## config.mk

```make
export PLATFORM = sky130hd
export DESIGN_NAME = fuzzy_subsequence_scorer
export DESIGN_NICKNAME = d
export VERILOG_FILES = /design/src/hdl/fss_pkg.sv /design/src/hdl/fss_cfg_regs.sv /design/src/hdl/fss_core.sv /design/src/hdl/fuzzy_subsequence_scorer.sv
export SDC_FILE = /design/constraint.sdc
export NUM_CORES = 1
export LEC_CHECK = 0
export ABC_AREA = 1
export BUFFER_PORTS_ARGS = -buffer_cell sky130_fd_sc_hd__buf_2
export CORE_MARGIN = 10
export CORE_UTILIZATION = 50
export DETAILED_ROUTE_END_ITERATION = 8
export PLACE_DENSITY_LB_ADDON = 0.08
export SYNTH_ARGS = -nofsm -noshare
export SYNTH_HDL_FRONTEND = slang
export SYNTH_SLANG_ARGS = --single-unit
```

## constraint.sdc

```tcl
create_clock -name clk -period 7.7 [get_ports clk]
set_input_delay 0.77 -clock clk [delete_from_list [all_inputs] [get_ports clk]]
set_output_delay 0.77 -clock clk [all_outputs]
set_load 0.02 [all_outputs]
```

## src/hdl/fss_pkg.sv

```systemverilog
// ----------------------------------------------------------------------------
// fss_pkg
// Shared types, register indexes and scoring constants for the fuzzy
// subsequence scorer.
// ----------------------------------------------------------------------------
`default_nettype none

package fss_pkg;

	// Default sizes, used as defaults by the top level parameters
	localparam int MAX_PATTERN_DEF = 32;
	localparam int MAX_TEXT_DEF    = 256;

	// Configuration port
	localparam int CFG_INDEX_W = 3;
	localparam int CFG_DATA_W  = 64;
	localparam int LEN_REG_W   = 6;
	localparam int CHARS_PER_REG = 8;

	localparam logic [CFG_INDEX_W-1:0] REG_PATTERN_LENGTH = 3'd0;
	localparam logic [CFG_INDEX_W-1:0] REG_CHARS_0_7      = 3'd1;
	localparam logic [CFG_INDEX_W-1:0] REG_CHARS_8_15     = 3'd2;
	localparam logic [CFG_INDEX_W-1:0] REG_CHARS_16_23    = 3'd3;
	localparam logic [CFG_INDEX_W-1:0] REG_CHARS_24_31    = 3'd4;

	// Scoring
	localparam int SCORE_W     = 12;
	localparam int SUBSEQ_W    = 11;
	localparam logic [SCORE_W-1:0]  SCORE_EMPTY        = 12'd1000;
	localparam logic [SCORE_W-1:0]  SCORE_SUBSTR_BASE  = 12'd3000;
	localparam logic [SUBSEQ_W-1:0] BONUS_MATCH        = 11'd10;
	localparam logic [SUBSEQ_W-1:0] BONUS_BOUNDARY     = 11'd10;
	localparam logic [SUBSEQ_W-1:0] BONUS_CONSECUTIVE  = 11'd15;

	localparam logic [7:0] CH_SLASH      = 8'h2F;
	localparam logic [7:0] CH_BACKSLASH  = 8'h5C;
	localparam logic [7:0] CH_DOT        = 8'h2E;
	localparam logic [7:0] CH_UNDERSCORE = 8'h5F;
	localparam logic [7:0] CH_DASH       = 8'h2D;

	typedef struct packed {
		logic [7:0] text_char;
		logic       end_of_text;
	} in_word_t;

	typedef struct packed {
		logic [SCORE_W-1:0] score;
		logic               text_too_long;
	} out_word_t;

	// One step handed from the input stage to the scoring core
	typedef struct packed {
		logic     step;
		in_word_t word;
	} step_t;

	function automatic logic is_separator(input logic [7:0] c);
		return (c == CH_SLASH) || (c == CH_BACKSLASH) || (c == CH_DOT) ||
			(c == CH_UNDERSCORE) || (c == CH_DASH);
	endfunction

endpackage

`default_nettype wire

```

## src/hdl/fss_cfg_regs.sv

```systemverilog
// ----------------------------------------------------------------------------
// fss_cfg_regs
// Pattern length and pattern character registers; gives the clamped
// active length.
// ----------------------------------------------------------------------------
`default_nettype none

module fss_cfg_regs #(
	parameter int MAX_PATTERN = fss_pkg::MAX_PATTERN_DEF,
	parameter int LEN_W       = $clog2(MAX_PATTERN + 1)
) (
	input  wire logic                             clk,
	input  wire logic                             arst_n,
	input  wire logic                             cfg_write,
	input  wire logic [fss_pkg::CFG_INDEX_W-1:0]  cfg_index,
	input  wire logic [fss_pkg::CFG_DATA_W-1:0]   cfg_data,
	output logic [MAX_PATTERN-1:0][7:0]           pattern,
	output logic [LEN_W-1:0]                      active_len
);

	logic [fss_pkg::LEN_REG_W-1:0] length_q;
	logic [MAX_PATTERN-1:0][7:0]   pattern_q;

	always_ff @(posedge clk or negedge arst_n) begin
		if (!arst_n) begin
			length_q  <= '0;
			pattern_q <= '0;
		end else if (cfg_write) begin
			if (cfg_index == fss_pkg::REG_PATTERN_LENGTH) begin
				length_q <= cfg_data[fss_pkg::LEN_REG_W-1:0];
			end
			for (int j = 0; j < MAX_PATTERN; j++) begin
				// character j sits in register 1 + j/8, byte j%8
				if ((cfg_index == fss_pkg::REG_CHARS_0_7   && j / 8 == 0) ||
					(cfg_index == fss_pkg::REG_CHARS_8_15  && j / 8 == 1) ||
					(cfg_index == fss_pkg::REG_CHARS_16_23 && j / 8 == 2) ||
					(cfg_index == fss_pkg::REG_CHARS_24_31 && j / 8 == 3)) begin
					pattern_q[j] <= cfg_data[(j % fss_pkg::CHARS_PER_REG) * 8 +: 8];
				end
			end
		end
	end

	assign pattern = pattern_q;

	// lengths beyond the pattern store count as a full pattern
	always_comb begin
		if (7'(length_q) > 7'(MAX_PATTERN)) begin
			active_len = LEN_W'(MAX_PATTERN);
		end else begin
			active_len = LEN_W'(length_q);
		end
	end

endmodule

`default_nettype wire

```

## src/hdl/fss_core.sv

```systemverilog
// ----------------------------------------------------------------------------
// fss_core
// Per-text scoring state: shift-and substring search and greedy
// subsequence score, updated once per character; gives the final score.
// ----------------------------------------------------------------------------
`default_nettype none

module fss_core #(
	parameter int MAX_PATTERN = fss_pkg::MAX_PATTERN_DEF,
	parameter int MAX_TEXT    = fss_pkg::MAX_TEXT_DEF,
	parameter int LEN_W       = $clog2(MAX_PATTERN + 1),
	parameter int POS_W       = $clog2(MAX_TEXT + 1)
) (
	input  wire logic                        clk,
	input  wire logic                        arst_n,
	input  wire fss_pkg::step_t              step_in,
	input  wire logic [MAX_PATTERN-1:0][7:0] pattern,
	input  wire logic [LEN_W-1:0]            active_len,
	output fss_pkg::out_word_t               result
);

	logic [POS_W-1:0]                 pos_q, pos_d;
	logic [LEN_W-1:0]                 prog_q, prog_d;
	logic [fss_pkg::SUBSEQ_W-1:0]     subseq_q, subseq_d;
	logic                             prev_hit_q, prev_hit_d;
	logic [7:0]                       prev_char_q, prev_char_d;
	logic [MAX_PATTERN-1:0]           vec_q, vec_d;
	logic                             found_q, found_d;
	logic [POS_W-1:0]                 start_q, start_d;
	logic                             ovf_q, ovf_d;

	logic [MAX_PATTERN-1:0]           match_mask;
	logic [MAX_PATTERN-1:0]           top_sel;
	logic [MAX_PATTERN-1:0]           vec_new;
	logic [7:0]                       prog_char;
	logic                             prog_hit;
	logic                             in_range;
	logic [7:0]                       ch;
	logic [fss_pkg::SCORE_W-1:0]      start_wide;
	logic [fss_pkg::SUBSEQ_W-1:0]     gain;

	assign ch = step_in.word.text_char;

	always_comb begin
		match_mask = '0;
		top_sel    = '0;
		prog_char  = '0;
		for (int j = 0; j < MAX_PATTERN; j++) begin
			match_mask[j] = (LEN_W'(j) < active_len) && (pattern[j] == ch);
			top_sel[j]    = (LEN_W'(j + 1) == active_len);
			if (LEN_W'(j) == prog_q) begin
				prog_char = pattern[j];
			end
		end
	end

	assign vec_new    = ((vec_q << 1) | MAX_PATTERN'(1)) & match_mask;
	assign prog_hit   = (prog_q < active_len) && (ch == prog_char);
	assign in_range   = (pos_q < POS_W'(MAX_TEXT));
	assign start_wide = fss_pkg::SCORE_W'(pos_q) + fss_pkg::SCORE_W'(1)
		- fss_pkg::SCORE_W'(active_len);

	always_comb begin
		gain = fss_pkg::BONUS_MATCH;
		if (prev_hit_q) begin
			gain = gain + fss_pkg::BONUS_CONSECUTIVE;
		end
		if (pos_q == '0 || fss_pkg::is_separator(prev_char_q)) begin
			gain = gain + fss_pkg::BONUS_BOUNDARY;
		end
	end

	always_comb begin
		pos_d       = pos_q;
		prog_d      = prog_q;
		subseq_d    = subseq_q;
		prev_hit_d  = prev_hit_q;
		prev_char_d = prev_char_q;
		vec_d       = vec_q;
		found_d     = found_q;
		start_d     = start_q;
		ovf_d       = ovf_q;
		if (in_range) begin
			if (active_len != '0) begin
				vec_d = vec_new;
				if (!found_q && |(vec_new & top_sel)) begin
					found_d = 1'b1;
					start_d = POS_W'(start_wide);
				end
				if (prog_hit) begin
					subseq_d   = subseq_q + gain;
					prog_d     = prog_q + LEN_W'(1);
					prev_hit_d = 1'b1;
				end else begin
					prev_hit_d = 1'b0;
				end
			end
			prev_char_d = ch;
			pos_d       = pos_q + POS_W'(1);
		end else begin
			ovf_d = 1'b1;
		end
	end

	// score from the state after this character
	always_comb begin
		result.text_too_long = ovf_d;
		if (active_len == '0) begin
			result.score = fss_pkg::SCORE_EMPTY;
		end else if (found_d) begin
			result.score = fss_pkg::SCORE_SUBSTR_BASE - fss_pkg::SCORE_W'(start_d);
		end else if (prog_d == active_len) begin
			result.score = fss_pkg::SCORE_W'(subseq_d);
		end else begin
			result.score = '0;
		end
	end

	always_ff @(posedge clk or negedge arst_n) begin
		if (!arst_n) begin
			pos_q       <= '0;
			prog_q      <= '0;
			subseq_q    <= '0;
			prev_hit_q  <= 1'b1;
			prev_char_q <= '0;
			vec_q       <= '0;
			found_q     <= 1'b0;
			start_q     <= '0;
			ovf_q       <= 1'b0;
		end else if (step_in.step) begin
			if (step_in.word.end_of_text) begin
				pos_q       <= '0;
				prog_q      <= '0;
				subseq_q    <= '0;
				prev_hit_q  <= 1'b1;
				prev_char_q <= '0;
				vec_q       <= '0;
				found_q     <= 1'b0;
				start_q     <= '0;
				ovf_q       <= 1'b0;
			end else begin
				pos_q       <= pos_d;
				prog_q      <= prog_d;
				subseq_q    <= subseq_d;
				prev_hit_q  <= prev_hit_d;
				prev_char_q <= prev_char_d;
				vec_q       <= vec_d;
				found_q     <= found_d;
				start_q     <= start_d;
				ovf_q       <= ovf_d;
			end
		end
	end

endmodule

`default_nettype wire

```

## src/hdl/fuzzy_subsequence_scorer.sv

```systemverilog
// ----------------------------------------------------------------------------
// fuzzy_subsequence_scorer
// Streams text characters against a configured pattern and gives one
// fuzzy match score per text.
// ----------------------------------------------------------------------------
// Takes one text character per cycle while the input is not stalled;
// characters pass the input register into the scoring state, and the
// last one's result loads the result register. The rate is set by the
// single per-text state update (shift-and vector, subsequence counters),
// combinational from the input to the result register. Only the last
// character of a text (end_of_text = 1) yields an output word; the input
// stalls only when such a word must load while a previous result is still
// waiting downstream. Score: 1000 for an empty pattern; 3000 minus the
// earliest start if the pattern is a substring; otherwise the greedy
// subsequence score (10 per match, +10 at the start or after / \ . _ -,
// +15 after a matched character, counting the first position as matched),
// or 0 if the pattern is not a subsequence. Characters past MAX_TEXT are
// ignored and text_too_long is set. Write the pattern registers only
// while no text is in flight.
// ----------------------------------------------------------------------------
`default_nettype none

module fuzzy_subsequence_scorer #(
	parameter int MAX_PATTERN = fss_pkg::MAX_PATTERN_DEF,
	parameter int MAX_TEXT    = fss_pkg::MAX_TEXT_DEF
) (
	input  wire logic                            clk,
	input  wire logic                            arst_n,
	// configuration
	input  wire logic                            cfg_write,
	input  wire logic [fss_pkg::CFG_INDEX_W-1:0] cfg_index,
	input  wire logic [fss_pkg::CFG_DATA_W-1:0]  cfg_data,
	// text characters
	input  wire logic                            in_valid,
	output logic                                 in_stall,
	input  wire fss_pkg::in_word_t               in_word,
	// scores
	output logic                                 out_valid,
	input  wire logic                            out_stall,
	output fss_pkg::out_word_t                   out_word
);

	localparam int LEN_W = $clog2(MAX_PATTERN + 1);
	localparam int POS_W = $clog2(MAX_TEXT + 1);

	logic [MAX_PATTERN-1:0][7:0] pattern;
	logic [LEN_W-1:0]            active_len;

	// input register
	logic                        valid_s1;
	fss_pkg::in_word_t           word_s1;
	// result register
	logic                        out_valid_q;
	fss_pkg::out_word_t          out_word_q;

	logic                        advance;
	fss_pkg::step_t              step;
	fss_pkg::out_word_t          result;

	fss_cfg_regs #(
		.MAX_PATTERN (MAX_PATTERN),
		.LEN_W       (LEN_W)
	) u_cfg (
		.clk        (clk),
		.arst_n     (arst_n),
		.cfg_write  (cfg_write),
		.cfg_index  (cfg_index),
		.cfg_data   (cfg_data),
		.pattern    (pattern),
		.active_len (active_len)
	);

	// A held word moves on unless it is a last character and the result
	// slot is full and stalled.
	assign advance  = valid_s1 &&
		(!word_s1.end_of_text || !out_valid_q || !out_stall);
	assign in_stall = valid_s1 && !advance;

	assign step.step = advance;
	assign step.word = word_s1;

	fss_core #(
		.MAX_PATTERN (MAX_PATTERN),
		.MAX_TEXT    (MAX_TEXT),
		.LEN_W       (LEN_W),
		.POS_W       (POS_W)
	) u_core (
		.clk        (clk),
		.arst_n     (arst_n),
		.step_in    (step),
		.pattern    (pattern),
		.active_len (active_len),
		.result     (result)
	);

	always_ff @(posedge clk or negedge arst_n) begin
		if (!arst_n) begin
			valid_s1 <= 1'b0;
		end else if (!in_stall) begin
			valid_s1 <= in_valid;
		end
	end

	always_ff @(posedge clk) begin
		if (!in_stall && in_valid) begin
			word_s1 <= in_word;
		end
	end

	always_ff @(posedge clk or negedge arst_n) begin
		if (!arst_n) begin
			out_valid_q <= 1'b0;
		end else if (advance && word_s1.end_of_text) begin
			out_valid_q <= 1'b1;
		end else if (!out_stall) begin
			out_valid_q <= 1'b0;
		end
	end

	always_ff @(posedge clk) begin
		if (advance && word_s1.end_of_text) begin
			out_word_q <= result;
		end
	end

	assign out_valid = out_valid_q;
	assign out_word  = out_word_q;

endmodule

`default_nettype wire

```

==> metrics <==
outcome=complete, no violations; Seq cells post-synth=363; Reg-to-Reg Start=u_core.prog_q[0]; HPWL after detailed placement=71.0 mm; Final Hold Viols=0; H-tree level count=2; Worst-path clk slew=0.06 ns; post-synthesis mux area share=0.000520; slew margin rel.=0.179; gpl congestion=1.11; first-pass GRT wire length=140 mm; final setup violation count=0; TritonCTS clock tree=yes; Post-Place Cell Area=22700 um2; delay of the slowest critical-path stage=0.42 ns; Worst EP arrival=7.21 ns; Detailed Route WL=95.1 mm; Area contributors post-synth=dfrtp_1, nand2_1, o21ai_0; via count=22100; Netlist cell types=53; delay-heaviest family, CP=simple AND/OR/NAND/NOR gates; count leader, synth=nand2_1; Max Fanout on Critical Path=15; DR WL/cell=26.3 um; vias in the first global route=21500; clk_lat worst skew=0.58 ns; Critical Path RT=8.01 ns; compound-gate portion of the synthesized area=0.189; Tightest Hold Check Type=primary input to async pin; share of layout cells above drive strength 1=0.0821; post-synthesis cell count=2960; PwrDens=244 nW/um2; MaxCap Viol Count=0; cts repair resizes=0; post-route antenna net violation count=0; total grt overflow=0; Post-synth EDFFs=22; buffers plus inverters on the worst setup path=3; hold_buf cts=0; Sum Neg Setup Slack=0 ns; layout filler cell count=4178; Post-synth top cells=nand2_1, o21ai_0, inv_1; Synth Area in XOR/XNOR=0.0443; Slew Viols, Final=0; maximum clock rate=145 MHz; Final nets=3122; CP Class=register to register; Area growth syn-to-layout=10.8%; Place WS=1.23 ns; CP startpoint kind=register; root buf cell=clkbuf_16; Most used DFF post-synth=dfrtp_1; core area=43000 um2; Post-Syn Area per Cell=7.32 um2; Starting Density=0.504; VDD IR-drop max=0.212 mV; slowest CP cell=dfrtp_1; cts bufs inserted=40; setup ws final=0.802 ns; P_leak=11.4 nW; clock buffer depth=3; Reg2Reg Setup Slack=0.80 ns; Setup crit end kind=register; synthesized area=21700 um2; Vias/cell=6.10; DRT Pass-1 Iters=7; initial antenna violation count=5; largest net degree at the start of global routing=181; period utilization=0.896; Post-route DRC=0; Design Area, Final=24000 um2; I/O pins=96; area leader, netlist=dfrtp_1; number of cells on the critical path=49; PortBufs=95; Layout Utilization=0.559; crit path time final=6.90 ns; adder-cell share of the synthesized area=0.0221; die height=228 um; RSZ-0062 raised after global routing=false; simple-gate share of the synthesized area=0.229; Die X=228 um; total track usage=0.356; largest family of logic cells by synthesized area=simple AND/OR/NAND/NOR gates; cell mode on critical path=nand2_1; sequential-to-total area share from yosys stat=0.424; Post-Syn Nets=3078; setup bufs post-CTS=0; post-synthesis async set-or-reset flop share=0.939; RR Endpoint=out_word[10]; Die ar.=52100 um2; worst-margin pin slew=1.22 ns; # rows=76; Setup Skew=0.0247 ns; Yosys top cell area share=0.393; Reg2Reg Depth=49; initial DRC count=3221; Synth Warn #=0; CTS Sinks=363
[registers in the layout, indices dropped and copies added (netlist names)]
name	cells
u_core.vec_q	31
u_core.ovf_q	1
u_core.prev_hit_q	1
u_core.subseq_q	11
valid_s1	1
out_word	13
u_core.found_q	1
u_cfg.pattern	256
u_core.prog_q	6
out_valid	1
u_cfg.length_q	6
step	9
u_core.start_q	9
u_core.prev_char_q	8
u_core.pos_q	9
[worst max path at each step]
| stage | start | end | slack [ns] |
|---|---|---|---|
| final | u_core.prog_q[0] | out_word[10] | 0.80 |
| after global routing | u_core.prog_q[4] | out_word[10] | 0.48 |
| after CTS | u_core.prog_q[4] | out_word[10] | 1.19 |
| after detailed placement | u_core.prog_q[4] | out_word[10] | 1.23 |
| after global placement | u_core.prog_q[4] | out_word[8] | 1.27 |
| after floorplan | u_core.prog_q[1] | out_word[10] | 3.78 |
[stage by stage]
step / std cells / total power, mW / hold WS, ns
after global placement: 3547 / 3.87 / 0.464
after detailed placement: 3547 / 3.90 / 0.470
after CTS: 3619 / 5.82 / 0.304
after global routing: 3619 / 6.11 / 0.327
final: 3621 / 5.87 / 0.257
after floorplan: 2960 / 3.25 / 0.443
[layout by cell type, fill, tap and decap left out, types with 8 or more instances in the layout]
cell / instances
buf_2: 94
a21oi_1: 148
or2_2: 14
nand2_1: 847
a2111oi_0: 10
nor2_2: 8
o2111ai_1: 13
o21ai_0: 432
nor2_1: 128
xor2_1: 65
edfxtp_1: 22
clkbuf_16: 41
nand4_1: 26
ha_1: 35
clkinv_1: 8
a211oi_1: 9
dfrtp_1: 340
o22ai_1: 75
nor4_1: 28
buf_4: 46
nand3_1: 98
xnor2_1: 42
clkbuf_1: 12
inv_1: 358
nor3_1: 20
a221oi_1: 23
nor2_4: 12
[logic make-up (layout without fill, tap and decap cells)]
logic type | Yosys count | in the layout
DFF | 363 | 363
xor gates and xnor gates | 108 | 108
adders and majority gates | 37 | 37
AOI/OAI and AO/OA | 744 | 744
other | 0 | 2
and+or+nand+nor | 1196 | 1196
muxes | 1 | 1
buffers and inverters | 511 | 585
[report_power, final]
group | switching (mW) | total [mW] | leakage [nW] | internal [mW]
Sequential | 0.426 | 2.63 | 4.60 | 2.20
Clock | 0.804 | 1.92 | 0.639 | 1.12
Combinational | 0.897 | 1.32 | 6.18 | 0.419
[layer usage]
layer  wire length, um  GRT usage  share of wire
met5                38          0        0.00040
met4              6170      0.201          0.065
met3             10500     0.0866           0.11
met2             41700      0.546           0.44
met1             36700      0.454           0.39
[area by class of cell]
type	instances	area, um2	share of cell area
Timing Repair Buffer	142	851	0.0354
Clock inverter	12	125	0.00521
Multi-Input combinational cell	2086	10500	0.439
Sequential cell	363	9200	0.383
Clock buffer	60	1170	0.0486
Tap cell	585	732	0.0305
Inverter	371	1390	0.0580
Antenna cell	2	5.00	0.000208
[worst reg2reg max path, delay by kind of cell, from the launching register on]
kind,cells,cell delay (ns)
simple gates,43,5.01
buf+inv,3,0.51
flops,1,0.42
fa+ha+maj,1,0.34
compound gates,2,0.37
(Power assumes the default switching activity.)
